`config.mk`:
```
export PLATFORM = sky130hd
export DESIGN_NAME = rail_voltage_code_encoder
export DESIGN_NICKNAME = d
export VERILOG_FILES = /design/src/design/rve_pkg.sv /design/src/design/rve_seg_sel.sv /design/src/design/rve_scale.sv /design/src/design/rail_voltage_code_encoder.sv
export VERILOG_INCLUDE_DIRS = /design/src /design/src/design
export SDC_FILE = /design/constraint.sdc
export NUM_CORES = 1
export LEC_CHECK = 0
export BUFFER_PORTS_ARGS = -buffer_cell sky130_fd_sc_hd__clkbuf_2
export CAP_MARGIN = 20
export CELL_PAD_IN_SITES_DETAIL_PLACEMENT = 0
export CELL_PAD_IN_SITES_GLOBAL_PLACEMENT = 2
export CORE_MARGIN = 2
export CORE_UTILIZATION = 40
export CTS_CLUSTER_DIAMETER = 100
export DETAILED_ROUTE_END_ITERATION = 6
export GPL_ROUTABILITY_DRIVEN = 1
export PLACE_DENSITY_LB_ADDON = 0.1
export SETUP_SLACK_MARGIN = 0.5
export SYNTH_ARGS = -nofsm -noshare
export SYNTH_HDL_FRONTEND = slang
export SYNTH_SLANG_ARGS = --single-unit
```
`constraint.sdc`:
```
create_clock -name clk_i -period 18.2 [get_ports clk_i]
set_input_delay 1.82 -clock clk_i [delete_from_list [all_inputs] [get_ports clk_i]]
set_output_delay 1.82 -clock clk_i [all_outputs]
set_load 0.05 [all_outputs]
```
`src/design/assert_macros.svh`:
```
// assertion macros used by the top-level rtl file
`ifndef ASSERT_MACROS_SVH
`define ASSERT_MACROS_SVH

// property checked at every clock edge outside reset
`define ASSERT_CLK(name, prop) \
  name: assert property (@(posedge clk_i) disable iff (!rst_ni) prop) \
    else $error("assertion failed");

// antecedent in this cycle implies consequent in the next one
`define ASSERT_NEXT(name, ante, cons) \
  name: assert property (@(posedge clk_i) disable iff (!rst_ni) (ante) |=> (cons)) \
    else $error("assertion failed");

`endif

```
`src/design/rve_pkg.sv`:
```
// types and constants of the rail voltage code encoder
package rve_pkg;

  // input item
  typedef struct packed {
    logic [1:0]  rail_kind;
    logic [15:0] millivolts;
    logic [7:0]  prior_register;
  } req_t;

  // result item
  typedef struct packed {
    logic        status;
    logic [7:0]  code_value;
    logic [7:0]  register_value;
    logic [11:0] programmed_mv;
  } res_t;

  // rail kinds
  localparam logic [1:0] RailBuck   = 2'd0;
  localparam logic [1:0] RailLdo123 = 2'd1;
  localparam logic [1:0] RailLdo4   = 2'd2;

  // accepted request window
  localparam logic [15:0] MvMin = 16'd500;
  localparam logic [15:0] MvMax = 16'd3300;

  // status codes
  localparam logic StatusOk     = 1'b0;
  localparam logic StatusReject = 1'b1;

  // scale segments
  typedef enum logic [2:0] {
    SEG_BUCK0,
    SEG_BUCK1,
    SEG_BUCK2,
    SEG_BUCK3,
    SEG_LDO123,
    SEG_LDO4
  } seg_e;

  // division by a step is a multiply by a rounded-up reciprocal, exact for 12-bit values
  localparam int unsigned XW        = 12;
  localparam int unsigned RecipW    = 16;
  localparam int unsigned DivShift  = 18;
  localparam logic [RecipW-1:0] Recip5  = RecipW'((2**DivShift + 4) / 5);
  localparam logic [RecipW-1:0] Recip10 = RecipW'((2**DivShift + 9) / 10);
  localparam logic [RecipW-1:0] Recip20 = RecipW'((2**DivShift + 19) / 20);
  localparam logic [RecipW-1:0] Recip25 = RecipW'((2**DivShift + 24) / 25);
  localparam logic [RecipW-1:0] Recip50 = RecipW'((2**DivShift + 49) / 50);

  // LDO scale floors
  localparam logic [15:0] Ldo123Floor = 16'd600;
  localparam logic [15:0] Ldo4Floor   = 16'd1200;

  // register byte fields
  localparam logic [7:0] KeepMask = 8'h80;
  localparam logic [7:0] Vset6Mask = 8'h3F;
  localparam logic [7:0] Vset7Mask = 8'h7F;

  // segment set-up from selector to scaler
  typedef struct packed {
    seg_e            seg;
    logic [XW-1:0]   x;
    logic [RecipW-1:0] recip;
    logic [7:0]      base_code;
    logic [7:0]      span;
    logic [11:0]     base_mv;
  } seg_ctrl_t;

  // scaler result
  typedef struct packed {
    logic [7:0]  code;
    logic [11:0] programmed_mv;
  } scale_t;

endpackage

```
`src/design/rve_seg_sel.sv`:
```
// segment selection and rounding offset for one request
module rve_seg_sel (
  input  rve_pkg::req_t     req_i,
  output rve_pkg::seg_ctrl_t ctrl_o
);

  logic [15:0] mv;
  logic [11:0] mv12;

  assign mv   = req_i.millivolts;
  assign mv12 = mv[11:0];

  // pick the scale segment; x carries the rounding half step
  always_comb begin
    ctrl_o = '0;
    unique case (req_i.rail_kind)
      rve_pkg::RailBuck: begin
        priority if (mv <= 16'd600) begin
          ctrl_o.seg       = rve_pkg::SEG_BUCK0;
          ctrl_o.x         = mv12 - 12'd290;
          ctrl_o.recip     = rve_pkg::Recip20;
          ctrl_o.base_code = 8'h00;
          ctrl_o.span      = 8'h0F;
          ctrl_o.base_mv   = 12'd300;
        end else if (mv <= 16'd1100) begin
          ctrl_o.seg       = rve_pkg::SEG_BUCK1;
          ctrl_o.x         = mv12 - 12'd598;
          ctrl_o.recip     = rve_pkg::Recip5;
          ctrl_o.base_code = 8'h0F;
          ctrl_o.span      = 8'h73 - 8'h0F;
          ctrl_o.base_mv   = 12'd600;
        end else if (mv <= 16'd1660) begin
          ctrl_o.seg       = rve_pkg::SEG_BUCK2;
          ctrl_o.x         = mv12 - 12'd1095;
          ctrl_o.recip     = rve_pkg::Recip10;
          ctrl_o.base_code = 8'h73;
          ctrl_o.span      = 8'hAB - 8'h73;
          ctrl_o.base_mv   = 12'd1100;
        end else begin
          ctrl_o.seg       = rve_pkg::SEG_BUCK3;
          ctrl_o.x         = mv12 - 12'd1650;
          ctrl_o.recip     = rve_pkg::Recip20;
          ctrl_o.base_code = 8'hAB;
          ctrl_o.span      = 8'hFF - 8'hAB;
          ctrl_o.base_mv   = 12'd1660;
        end
      end
      rve_pkg::RailLdo123: begin
        ctrl_o.seg       = rve_pkg::SEG_LDO123;
        ctrl_o.x         = ((mv < rve_pkg::Ldo123Floor) ? rve_pkg::Ldo123Floor[11:0] : mv12)
                           - 12'd575;
        ctrl_o.recip     = rve_pkg::Recip50;
        ctrl_o.base_code = 8'h04;
        ctrl_o.span      = 8'h3A - 8'h04;
        ctrl_o.base_mv   = 12'd600;
      end
      default: begin
        ctrl_o.seg       = rve_pkg::SEG_LDO4;
        ctrl_o.x         = ((mv < rve_pkg::Ldo4Floor) ? rve_pkg::Ldo4Floor[11:0] : mv12)
                           - 12'd1188;
        ctrl_o.recip     = rve_pkg::Recip25;
        ctrl_o.base_code = 8'h20;
        ctrl_o.span      = 8'h74 - 8'h20;
        ctrl_o.base_mv   = 12'd1200;
      end
    endcase
  end

endmodule

```
`src/design/rve_scale.sv`:
```
// constant division, saturation and applied voltage for one segment
module rve_scale (
  input  rve_pkg::seg_ctrl_t ctrl_i,
  output rve_pkg::scale_t    scale_o
);

  localparam int unsigned ProdW = rve_pkg::XW + rve_pkg::RecipW;
  localparam int unsigned QW    = ProdW - rve_pkg::DivShift;

  logic [ProdW-1:0] prod;
  logic [QW-1:0]    quot;
  logic [7:0]       steps;
  logic [11:0]      step_mv;

  // quotient by reciprocal multiply
  assign prod = ProdW'(ctrl_i.x) * ProdW'(ctrl_i.recip);
  assign quot = prod[ProdW-1:rve_pkg::DivShift];

  // saturate at the segment's top code
  assign steps = (quot > QW'(ctrl_i.span)) ? ctrl_i.span : quot[7:0];

  // steps times the segment's step size, shift-add constants
  always_comb begin
    unique case (ctrl_i.seg)
      rve_pkg::SEG_BUCK0,
      rve_pkg::SEG_BUCK3:  step_mv = 12'(steps) * 12'd20;
      rve_pkg::SEG_BUCK1:  step_mv = 12'(steps) * 12'd5;
      rve_pkg::SEG_BUCK2:  step_mv = 12'(steps) * 12'd10;
      rve_pkg::SEG_LDO123: step_mv = 12'(steps) * 12'd50;
      default:             step_mv = 12'(steps) * 12'd25;
    endcase
  end

  assign scale_o.code          = ctrl_i.base_code + steps;
  assign scale_o.programmed_mv = ctrl_i.base_mv + step_mv;

endmodule

```
`src/design/rail_voltage_code_encoder.sv`:
```
// top level of the rail voltage code encoder
// An item is taken at every clock edge where start is high; busy stays low,
// so a new request may follow in every cycle. Each result passes through the
// request register and then the result register, with the segment select,
// reciprocal multiply and saturation between them, and appears on result_o
// marked by done_o, which is high for exactly one cycle.
// The receiver cannot stall, so it must take every strobe.
`include "assert_macros.svh"

module rail_voltage_code_encoder (
  input  logic           clk_i,
  input  logic           rst_ni,
  input  logic           start,
  output logic           busy,
  input  rve_pkg::req_t  req_i,
  output logic           done_o,
  output rve_pkg::res_t  result_o
);

  logic               vld_q;
  rve_pkg::req_t      req_q;
  logic               done_q;
  rve_pkg::res_t      res_q;
  rve_pkg::res_t      res_d;
  rve_pkg::seg_ctrl_t ctrl;
  rve_pkg::scale_t    scale;
  logic               reject;

  assign busy = 1'b0;

  // request register
  always_ff @(posedge clk_i or negedge rst_ni) begin
    if (!rst_ni) begin
      vld_q <= 1'b0;
    end else begin
      vld_q <= start && !busy;
    end
  end

  always_ff @(posedge clk_i) begin
    if (start && !busy) begin
      req_q <= req_i;
    end
  end

  rve_seg_sel u_seg_sel (
    .req_i  (req_q),
    .ctrl_o (ctrl)
  );

  rve_scale u_scale (
    .ctrl_i  (ctrl),
    .scale_o (scale)
  );

  // range check and register byte assembly
  assign reject = (req_q.millivolts < rve_pkg::MvMin) ||
                  (req_q.millivolts > rve_pkg::MvMax) ||
                  ((req_q.rail_kind != rve_pkg::RailBuck) &&
                   (req_q.rail_kind != rve_pkg::RailLdo123) &&
                   (req_q.rail_kind != rve_pkg::RailLdo4));

  always_comb begin
    res_d            = '0;
    res_d.status     = rve_pkg::StatusReject;
    if (!reject) begin
      res_d.status        = rve_pkg::StatusOk;
      res_d.code_value    = scale.code;
      res_d.programmed_mv = scale.programmed_mv;
      unique case (req_q.rail_kind)
        rve_pkg::RailBuck:   res_d.register_value = scale.code;
        rve_pkg::RailLdo123: res_d.register_value =
            (req_q.prior_register & rve_pkg::KeepMask) |
            {scale.code[6:0] & rve_pkg::Vset6Mask[6:0], 1'b0};
        default:             res_d.register_value =
            (req_q.prior_register & rve_pkg::KeepMask) |
            (scale.code & rve_pkg::Vset7Mask);
      endcase
    end
  end

  // result register
  always_ff @(posedge clk_i or negedge rst_ni) begin
    if (!rst_ni) begin
      done_q <= 1'b0;
    end else begin
      done_q <= vld_q;
    end
  end

  always_ff @(posedge clk_i) begin
    if (vld_q) begin
      res_q <= res_d;
    end
  end

  assign done_o   = done_q;
  assign result_o = res_q;

  // checks
  `ASSERT_NEXT(a_accept_to_stage, start && !busy, vld_q)
  `ASSERT_NEXT(a_stage_to_done, vld_q, done_o)
  `ASSERT_CLK(a_reject_zero,
      (done_o && result_o.status == rve_pkg::StatusReject) |->
      (result_o.code_value == 8'h00 && result_o.register_value == 8'h00 &&
       result_o.programmed_mv == 12'd0))
  `ASSERT_CLK(a_applied_range,
      (done_o && result_o.status == rve_pkg::StatusOk) |->
      (result_o.programmed_mv >= 12'd300 && result_o.programmed_mv <= 12'd3340))

endmodule

```
==> impl_metrics.toml, run 1 <==
[clock_tree]
cts_resized = 0
cts.sink_count = 50
cts-buffers-inserted = 5
clockRootBuffer = "clkbuf_16"
hold_buffers = 0
cts_setup_buffers = 0
clk_pin_slew_ns = 0.06
cts_buffer_depth = 2
cts_tree = "yes"
htree_levels = 2
clk_latency_ns = 0.31

[timing]
slew_viol_final = 0
slew_headroom = 0.2807
max_slew.worst_pin.slew_ns = 1.068
hold_viol_final = 0
setup_slack_ns = 2.271
setup_tns_ns = 0
fin_crit_sh = 0.8752
fin_worst_skew_ns = 0.008421
min_period_ns = 15.93
setup_viol = 0
rsz0062_at_grt = "no"
max_freq_mhz = 62.78

[yosys]
synth_cell_type_count = 87
synth_area_leaders = "fa_1 25%, ha_1 14%, edfxtp_1 12%, inv_1 8.2%, nand2_1 5.9%"
synth_compound_area_frac = 0.1631
yosysSeqAreaShare = 0.1291
synth_edf_count = 48
synth_area_um2 = 11550
synthFlopType = "edfxtp_1"
synth_top_family_by_area = "adder cells"
syn_avg_cell_area_um2 = 8.274
yosys.area_share.xor_xnor = 0.03932
synth_mux_area_frac = 0.01029
synth.ff_latch_count = 50
async_flop_share = 0.04000
synth_area_leader_cell = "fa_1"
synth-simple-area-share = 0.1672
synth_adder_area_share = 0.3869
synth_top_area_frac = 0.2496
yosysMostFrequentCell = "inv_1"
ys_warn_count = 0
synth_commonest_cells = "251 x inv_1, 183 x nand2_1, 144 x fa_1"
synthCells = 1396

[floorplan]
core_um2 = 28550
core.rowCount = 62
die-area_um2 = 30250
initial_core_util = 0.4046
fp.dieH_um = 173.9
die_w_um = 173.9
ios = 60

[routing]
viasPerCell = 5.303
totalWireLength_mm = 36.06
ant_nets = 0
first_pass_iters = 5
first_iter_violations = 581
num_vias = 9631
drc_errors = 0
routedWlPerCell_um = 19.86

[critical_path]
critPathMaxFanout = 9
crit_path_end = "result_o[11]"
cp-startpoint = "req_q[9]"
rrSetupSlack_ns = 2.27
crit_path_frequent_cell = "ha_1"
r2r_start = "req_q[9]"
arrival_ns = 15.99
rr_worst_depth = 58
critPathRequiredTime_ns = 18.26
regToRegEndpoint = "result_o[11]"
slowest_stage = "a21oi_1"
worst_setup_path_end_kind = "flip-flop"
worstSetupPathType = "reg -> reg"
start_kind = "flip-flop"
max_stage_delay_ns = 0.61

[global_route]
grt_start_max_net_pins = 44
grt_pass1_vias = 10100
antenna_found_initial = 0
grtUsageTotal = 0.2466
grt_pass1_wl_mm = 57.37
overflow = 0

[placed_design]
dp_hpwl_mm = 29.28
io_buffers = 51
post-place-cells = 1808
placedInstanceArea_um2 = 12300
routabilityCongestion = 0.8674
dpl_worst_slack_ns = 2.267

[cells_and_area]
instances_no_fill = 1816
fin_area_um2 = 12460
nets = 1730
regArea_um2 = 1491
multi_input_area_um2 = 8896
diodes = 0
nFillCells = 2973
areaGrowthSynthToFinish_pct = 7.875
drive_gt1_frac = 0.08380

[run]
max_cap_violations = 0

[outcome]
status = "finished, final reports clean"

[worst_hold_path]
hp-start = "req_q[7]"
holdCritPathClass = "reg -> reg"
[sequential cells by signal, summed over array words and instances, names as in the netlist]
register	count
done_o	1
req_q	19
result_o	29
vld_q	1
[layer usage]
layer  track usage  routed length (um)  vias up
met1        0.3248               16140     4731
met4       0.07738                1049        0
met3       0.02887                1437       37
met2        0.4241               17430      197
li1              -                   -     4666
met5             0                   0        -
[placed cells by master, fill, tap and decap left out, types with 9 or more instances in the layout]
master	instances
inv_1	251
nand2_1	183
fa_1	144
ha_1	126
nor2_1	85
a21oi_1	83
o21ai_0	52
clkbuf_2	51
edfxtp_1	48
and2_1	37
xnor2_1	32
buf_4	29
a21o_1	24
nor3_1	18
xor2_1	18
nand3_1	17
o21a_1	15
and3_1	14
o22ai_1	11
o21bai_1	11
or3_1	10
o211ai_1	10
nand2b_1	9
conb_1	9
[area by class of cell]
type	instances	share of cell area
inverters	255	0.07681
flip-flops and latches	50	0.1197
repair buffers	80	0.03796
clock inverters	1	0.002410
well taps	384	0.03856
clock buffers	7	0.01064
multi-input cells	1039	0.7139
[metrics by stage]
| step | util | hold slack [ns] |
|---|---|---|
| 3_3_place_gp | 0.4308 | 0.6627 |
| 2_1_floorplan | - | 0.5892 |
| 5_1_grt | 0.4365 | 0.7270 |
| 4_1_cts | 0.4365 | 0.6747 |
| 3_5_place_dp | 0.4308 | 0.6304 |
| 6_report | 0.4365 | 0.6502 |
[critical path: cells and delay by family, from the launching register on]
kind	cells	cell delay [ns]
muxes	1	0.41
AOI/OAI and AO/OA	20	4.42
buffers and inverters	6	0.69
and+or+nand+nor	15	3.50
adders and majority gates	14	5.58
xor gates and xnor gates	2	0.51
DFF	1	0.56
[worst min path at each step]
stage,to,slack [ns],cells after the start
2_1_floorplan,result_o[19],0.59,2
3_3_place_gp,result_o[19],0.66,2
3_5_place_dp,result_o[19],0.63,2
4_1_cts,result_o[19],0.67,2
5_1_grt,result_o[19],0.73,2
6_report,result_o[19],0.65,2
[cell families after synthesis]
logic type | count (synthesis)
DFF | 50
AOI/OAI and AO/OA | 285
buffers and inverters | 314
xor gates and xnor gates | 51
muxes | 11
other | 2
and+or+nand+nor | 412
adders and majority gates | 271
Power of run 1 is not shown: default switching activity piles up to over one toggle a cycle in this logic, so the estimate is an artifact.
==> inputs of run 2 (changes only) <==
==> constraint.sdc (replaced) <==
create_clock -name clk_i -period 18.2 [get_ports clk_i]
set_input_delay 2.73 -clock clk_i [delete_from_list [all_inputs] [get_ports clk_i]]
set_output_delay 2.73 -clock clk_i [all_outputs]
set_load 0.05 [all_outputs]
==> run 2 against run 1 <==
  * Critical path depth is 1 higher
  * Clock skew is 0.0017 ns lower
  * Highest routed layer unchanged
  * Worst hold slack better by 0.0049 ns
  * Maximum frequency is 0.61% lower
==> impl_metrics.toml, run 2 (same netlist as run 1, synthesis figures left out) <==
[outcome]
status = "finished, final reports clean"

[floorplan]
die-area_um2 = 30250
core.rowCount = 62
core_um2 = 28550
ios = 60
fp.dieH_um = 173.9
initial_core_util = 0.4046
die_w_um = 173.9

[clock_tree]
clockRootBuffer = "clkbuf_16"
cts_setup_buffers = 0
cts_resized = 0
clk_pin_slew_ns = 0.06
cts_tree = "yes"
cts-buffers-inserted = 5
cts_buffer_depth = 2
clk_latency_ns = 0.30
htree_levels = 2
cts.sink_count = 50
hold_buffers = 0

[global_route]
antenna_found_initial = 0
grt_pass1_vias = 10060
grt_pass1_wl_mm = 56.87
grt_start_max_net_pins = 44
overflow = 0
grtUsageTotal = 0.2442

[cells_and_area]
nets = 1729
largest_reg_flops = 29
drive_gt1_frac = 0.08316
regMostFlops = "result_o"
regArea_um2 = 1491
diodes = 0
areaGrowthSynthToFinish_pct = 7.810
final_cell_mix = "251 x inv_1, 183 x nand2_1, 144 x fa_1"
largestRegisters = "result_o: 29 flops, req_q: 19 flops"
multi_input_area_um2 = 8896
nFillCells = 3005
layout.cells.most_common = "inv_1"

[timing]
setup_slack_ns = 2.173
max_freq_mhz = 62.39
setup_tns_ns = 0
fin_crit_sh = 0.8806
slew_viol_final = 0
max_slew.worst_pin.slew_ns = 0.9304
min_period_ns = 16.03
rsz0062_at_grt = "no"
hold_viol_final = 0
fin_worst_skew_ns = 0.006691
setup_viol = 0
slew_headroom = 0.3774

[worst_hold_path]
holdCritPathClass = "reg -> reg"

[routing]
totalWireLength_mm = 35.50
first_pass_iters = 5
first_iter_violations = 544
viasPerCell = 5.328
routedWlPerCell_um = 19.56
ant_nets = 0
num_vias = 9670
drc_errors = 0

[run]
max_cap_violations = 0

[critical_path]
critPathRequiredTime_ns = 18.25
worstSetupPathType = "reg -> reg"
worst_setup_path_end_kind = "flip-flop"
max_stage_delay_ns = 0.61
start_kind = "flip-flop"
arrival_ns = 16.08
crit_path_frequent_cell = "ha_1"
crit_buf_inv = 7
cp_top_family = "adder cells"
slowest_stage = "a21oi_1"
critPathMaxFanout = 10

[placed_design]
io_buffers = 51
routabilityCongestion = 0.8613
dpl_worst_slack_ns = 2.201
dp_hpwl_mm = 28.99
==> run 2: cell types whose count changed in the layout (fill, tap and decap cells not counted) <==
cell   change
buf_4      -1
==> run 2: final cells by class <==
cell class | instances | area share
multi-input combinational | 1039 | 0.7144
sequential | 50 | 0.1198
inverter | 255 | 0.07686
tap | 384 | 0.03858
timing repair buffer | 79 | 0.03738
clock buffer | 7 | 0.01065
clock inverter | 1 | 0.002411
==> run 2: stage by stage <==
| stage | area (um2) | hold WS [ns] | utilization | instances |
|---|---|---|---|---|
| 4_1_cts | 12450 | 0.6777 | 0.4362 | 1815 |
| 3_5_place_dp | 12290 | 0.6339 | 0.4305 | 1807 |
| 3_3_place_gp | 12290 | 0.6619 | 0.4305 | 1807 |
| 5_1_grt | 12450 | 0.7436 | 0.4362 | 1815 |
| 6_report | 12450 | 0.6551 | 0.4362 | 1815 |
| 2_1_floorplan | 11580 | 0.5892 | - | 1403 |
==> run 2: routing by layer <==
metal,global-route usage,part of all wire
met1,0.3257,0.45
met2,0.4143,0.48
met3,0.03106,0.040
met4,0.07493,0.031
met5,0,0
==> run 2: worst reg2reg max path, delay by kind of cell, from the launching register on <==
kind,cells,cell delay [ns]
AO/OA/AOI/OAI,20,4.47
adder cells (fa/ha/maj),14,5.51
XOR/XNOR,3,0.68
flip-flops,1,0.57
multiplexers,1,0.37
buffers and inverters,7,0.72
AND/OR/NAND/NOR,14,3.46
==> run 2: worst paths after layout <==
check                          from      endpoint  slack [ns]  cells after the start
hold reg to reg            req_q[7]  result_o[19]        0.66                      2
hold / removal             req_q[7]  result_o[19]        0.66                      2
setup reg to reg           req_q[9]  result_o[11]        2.17                     59
max in group asynchronous    rst_ni         vld_q       15.90                      1
setup / recovery           req_q[9]  result_o[11]        2.17                     59
min in group asynchronous    rst_ni        done_o        2.20                      1
Power of run 2 is left out for the same reason.
==> inputs of run 3 (changes only) <==
--- a/config.mk
+++ b/config.mk
@@ -16,6 +16,7 @@
 export DETAILED_ROUTE_END_ITERATION = 6
 export GPL_ROUTABILITY_DRIVEN = 1
 export PLACE_DENSITY_LB_ADDON = 0.1
+export REMOVE_ABC_BUFFERS = 1
 export SETUP_SLACK_MARGIN = 0.5
 export SYNTH_ARGS = -nofsm -noshare
 export SYNTH_HDL_FRONTEND = slang
==> run 3 against run 2 <==
  * Wire length is 0.42% lower
  * Critical path depth down 1
  * Count of clock-buffer cells in the layout unchanged
  * Sequential share of layout area barely moved
  * Core utilization increased by 0.053 points
  * Register-to-register slack gained 0.08 ns
  * Critical endpoint unchanged
==> impl_metrics.toml, run 3 (same netlist as run 1, synthesis figures left out) <==
[critical_path]
start_kind = "flip-flop"
worst_setup_path_end_kind = "flip-flop"
critPathRequiredTime_ns = 18.24
slowest_stage = "fa_1"
max_stage_delay_ns = 0.59
r2r_start = "req_q[9]"
rr_worst_depth = 58
arrival_ns = 15.99
worstSetupPathType = "reg -> reg"
crit_path_frequent_cell = "ha_1"
critPathMaxFanout = 9
rrSetupSlack_ns = 2.26
regToRegEndpoint = "result_o[11]"

[placed_design]
post-place-cells = 1809
dpl_worst_slack_ns = 2.328
routabilityCongestion = 0.8704
dp_hpwl_mm = 28.65
io_buffers = 51

[floorplan]
fp.dieH_um = 173.9
ios = 60
die_w_um = 173.9
initial_core_util = 0.4046
core_um2 = 28550
die-area_um2 = 30250
core.rowCount = 62

[run]
max_cap_violations = 0

[routing]
num_vias = 9704
viasPerCell = 5.341
first_iter_violations = 545
routedWlPerCell_um = 19.46
ant_nets = 0
first_pass_iters = 5
totalWireLength_mm = 35.35
drc_errors = 0

[timing]
slew_headroom = 0.3339
fin_worst_skew_ns = 0.008690
min_period_ns = 15.94
setup_viol = 0
rsz0062_at_grt = "no"
setup_tns_ns = 0
hold_viol_final = 0
max_freq_mhz = 62.73
fin_crit_sh = 0.8760
max_slew.worst_pin.slew_ns = 0.9954
slew_viol_final = 0
setup_slack_ns = 2.258

[cells_and_area]
largestRegisters = "result_o: 29 flops, req_q: 19 flops"
instances_no_fill = 1817
multi_input_area_um2 = 8896
areaGrowthSynthToFinish_pct = 7.940
regArea_um2 = 1491
nFillCells = 2976
largest_reg_flops = 29
diodes = 0
regMostFlops = "result_o"
layout.cells.most_common = "inv_1"
final_cell_mix = "251 x inv_1, 183 x nand2_1, 144 x fa_1"
nets = 1731
drive_gt1_frac = 0.08444

[global_route]
antenna_found_initial = 0
grt_pass1_wl_mm = 57.14
grt_use_met2 = 0.4275
grt_start_max_net_pins = 44
grtUsageTotal = 0.2424
gr-usage-met1 = 0.3265
grt.busiest_layer = "met2"
grt_pass1_vias = 10100
overflow = 0
use_met3 = 0.01706

[worst_hold_path]
hp-start = "req_q[7]"
hold_end = "result_o[19]"
whs_path_depth = 2
holdCritPathClass = "reg -> reg"

[clock_tree]
cts_buffer_depth = 2
cts_resized = 0
clk_latency_ns = 0.30
clockRootBuffer = "clkbuf_16"
cts_setup_buffers = 0
cts_tree = "yes"
hold_buffers = 0
clk_pin_slew_ns = 0.07
cts-buffers-inserted = 5
htree_levels = 2
cts.sink_count = 50

[outcome]
status = "finished, final reports clean"
[run 3: area by class of cell]
type | instances | share of cell area
Tap cell | 384 | 0.03853
Multi-Input combinational cell | 1039 | 0.7135
Timing Repair Buffer | 81 | 0.03853
Clock inverter | 1 | 0.002408
Inverter | 255 | 0.07677
Clock buffer | 7 | 0.01064
Sequential cell | 50 | 0.1196
[run 3: stage by stage]
step           cell area (um2)    util  hold WS (ns)
6_report                 12470  0.4368        0.6939
3_5_place_dp             12310  0.4311        0.6643
5_1_grt                  12470  0.4368        0.7372
3_3_place_gp             12310  0.4311        0.6679
4_1_cts                  12470  0.4368        0.7096
2_1_floorplan            11340       -        0.5892
[run 3: how the worst max path moves through the flow]
stage                          from            to  cells past startpoint
after global placement     req_q[9]  result_o[11]                     59
after detailed placement   req_q[9]  result_o[11]                     59
after global routing       req_q[9]  result_o[11]                     59
after CTS                  req_q[9]  result_o[11]                     58
final                      req_q[9]  result_o[11]                     58
after floorplan           req_q[25]  result_o[11]                     54
[run 3: worst max-delay path: cells and delay by family, from the launching register on]
kind,cells,cell delay [ns]
DFF,1,0.58
adders and majority gates,14,5.64
xor gates and xnor gates,2,0.39
and+or+nand+nor,15,3.58
AOI/OAI and AO/OA,20,4.39
muxes,1,0.40
buffers and inverters,6,0.70
[run 3: per-layer routing]
layer	vias to the layer above	routed length, um	part of all wire
met5	-	0	0
met2	201	17580	0.50
met4	0	673	0.019
li1	4671	-	-
met1	4805	15970	0.45
met3	27	1133	0.032
Power of run 3 is left out for the same reason.
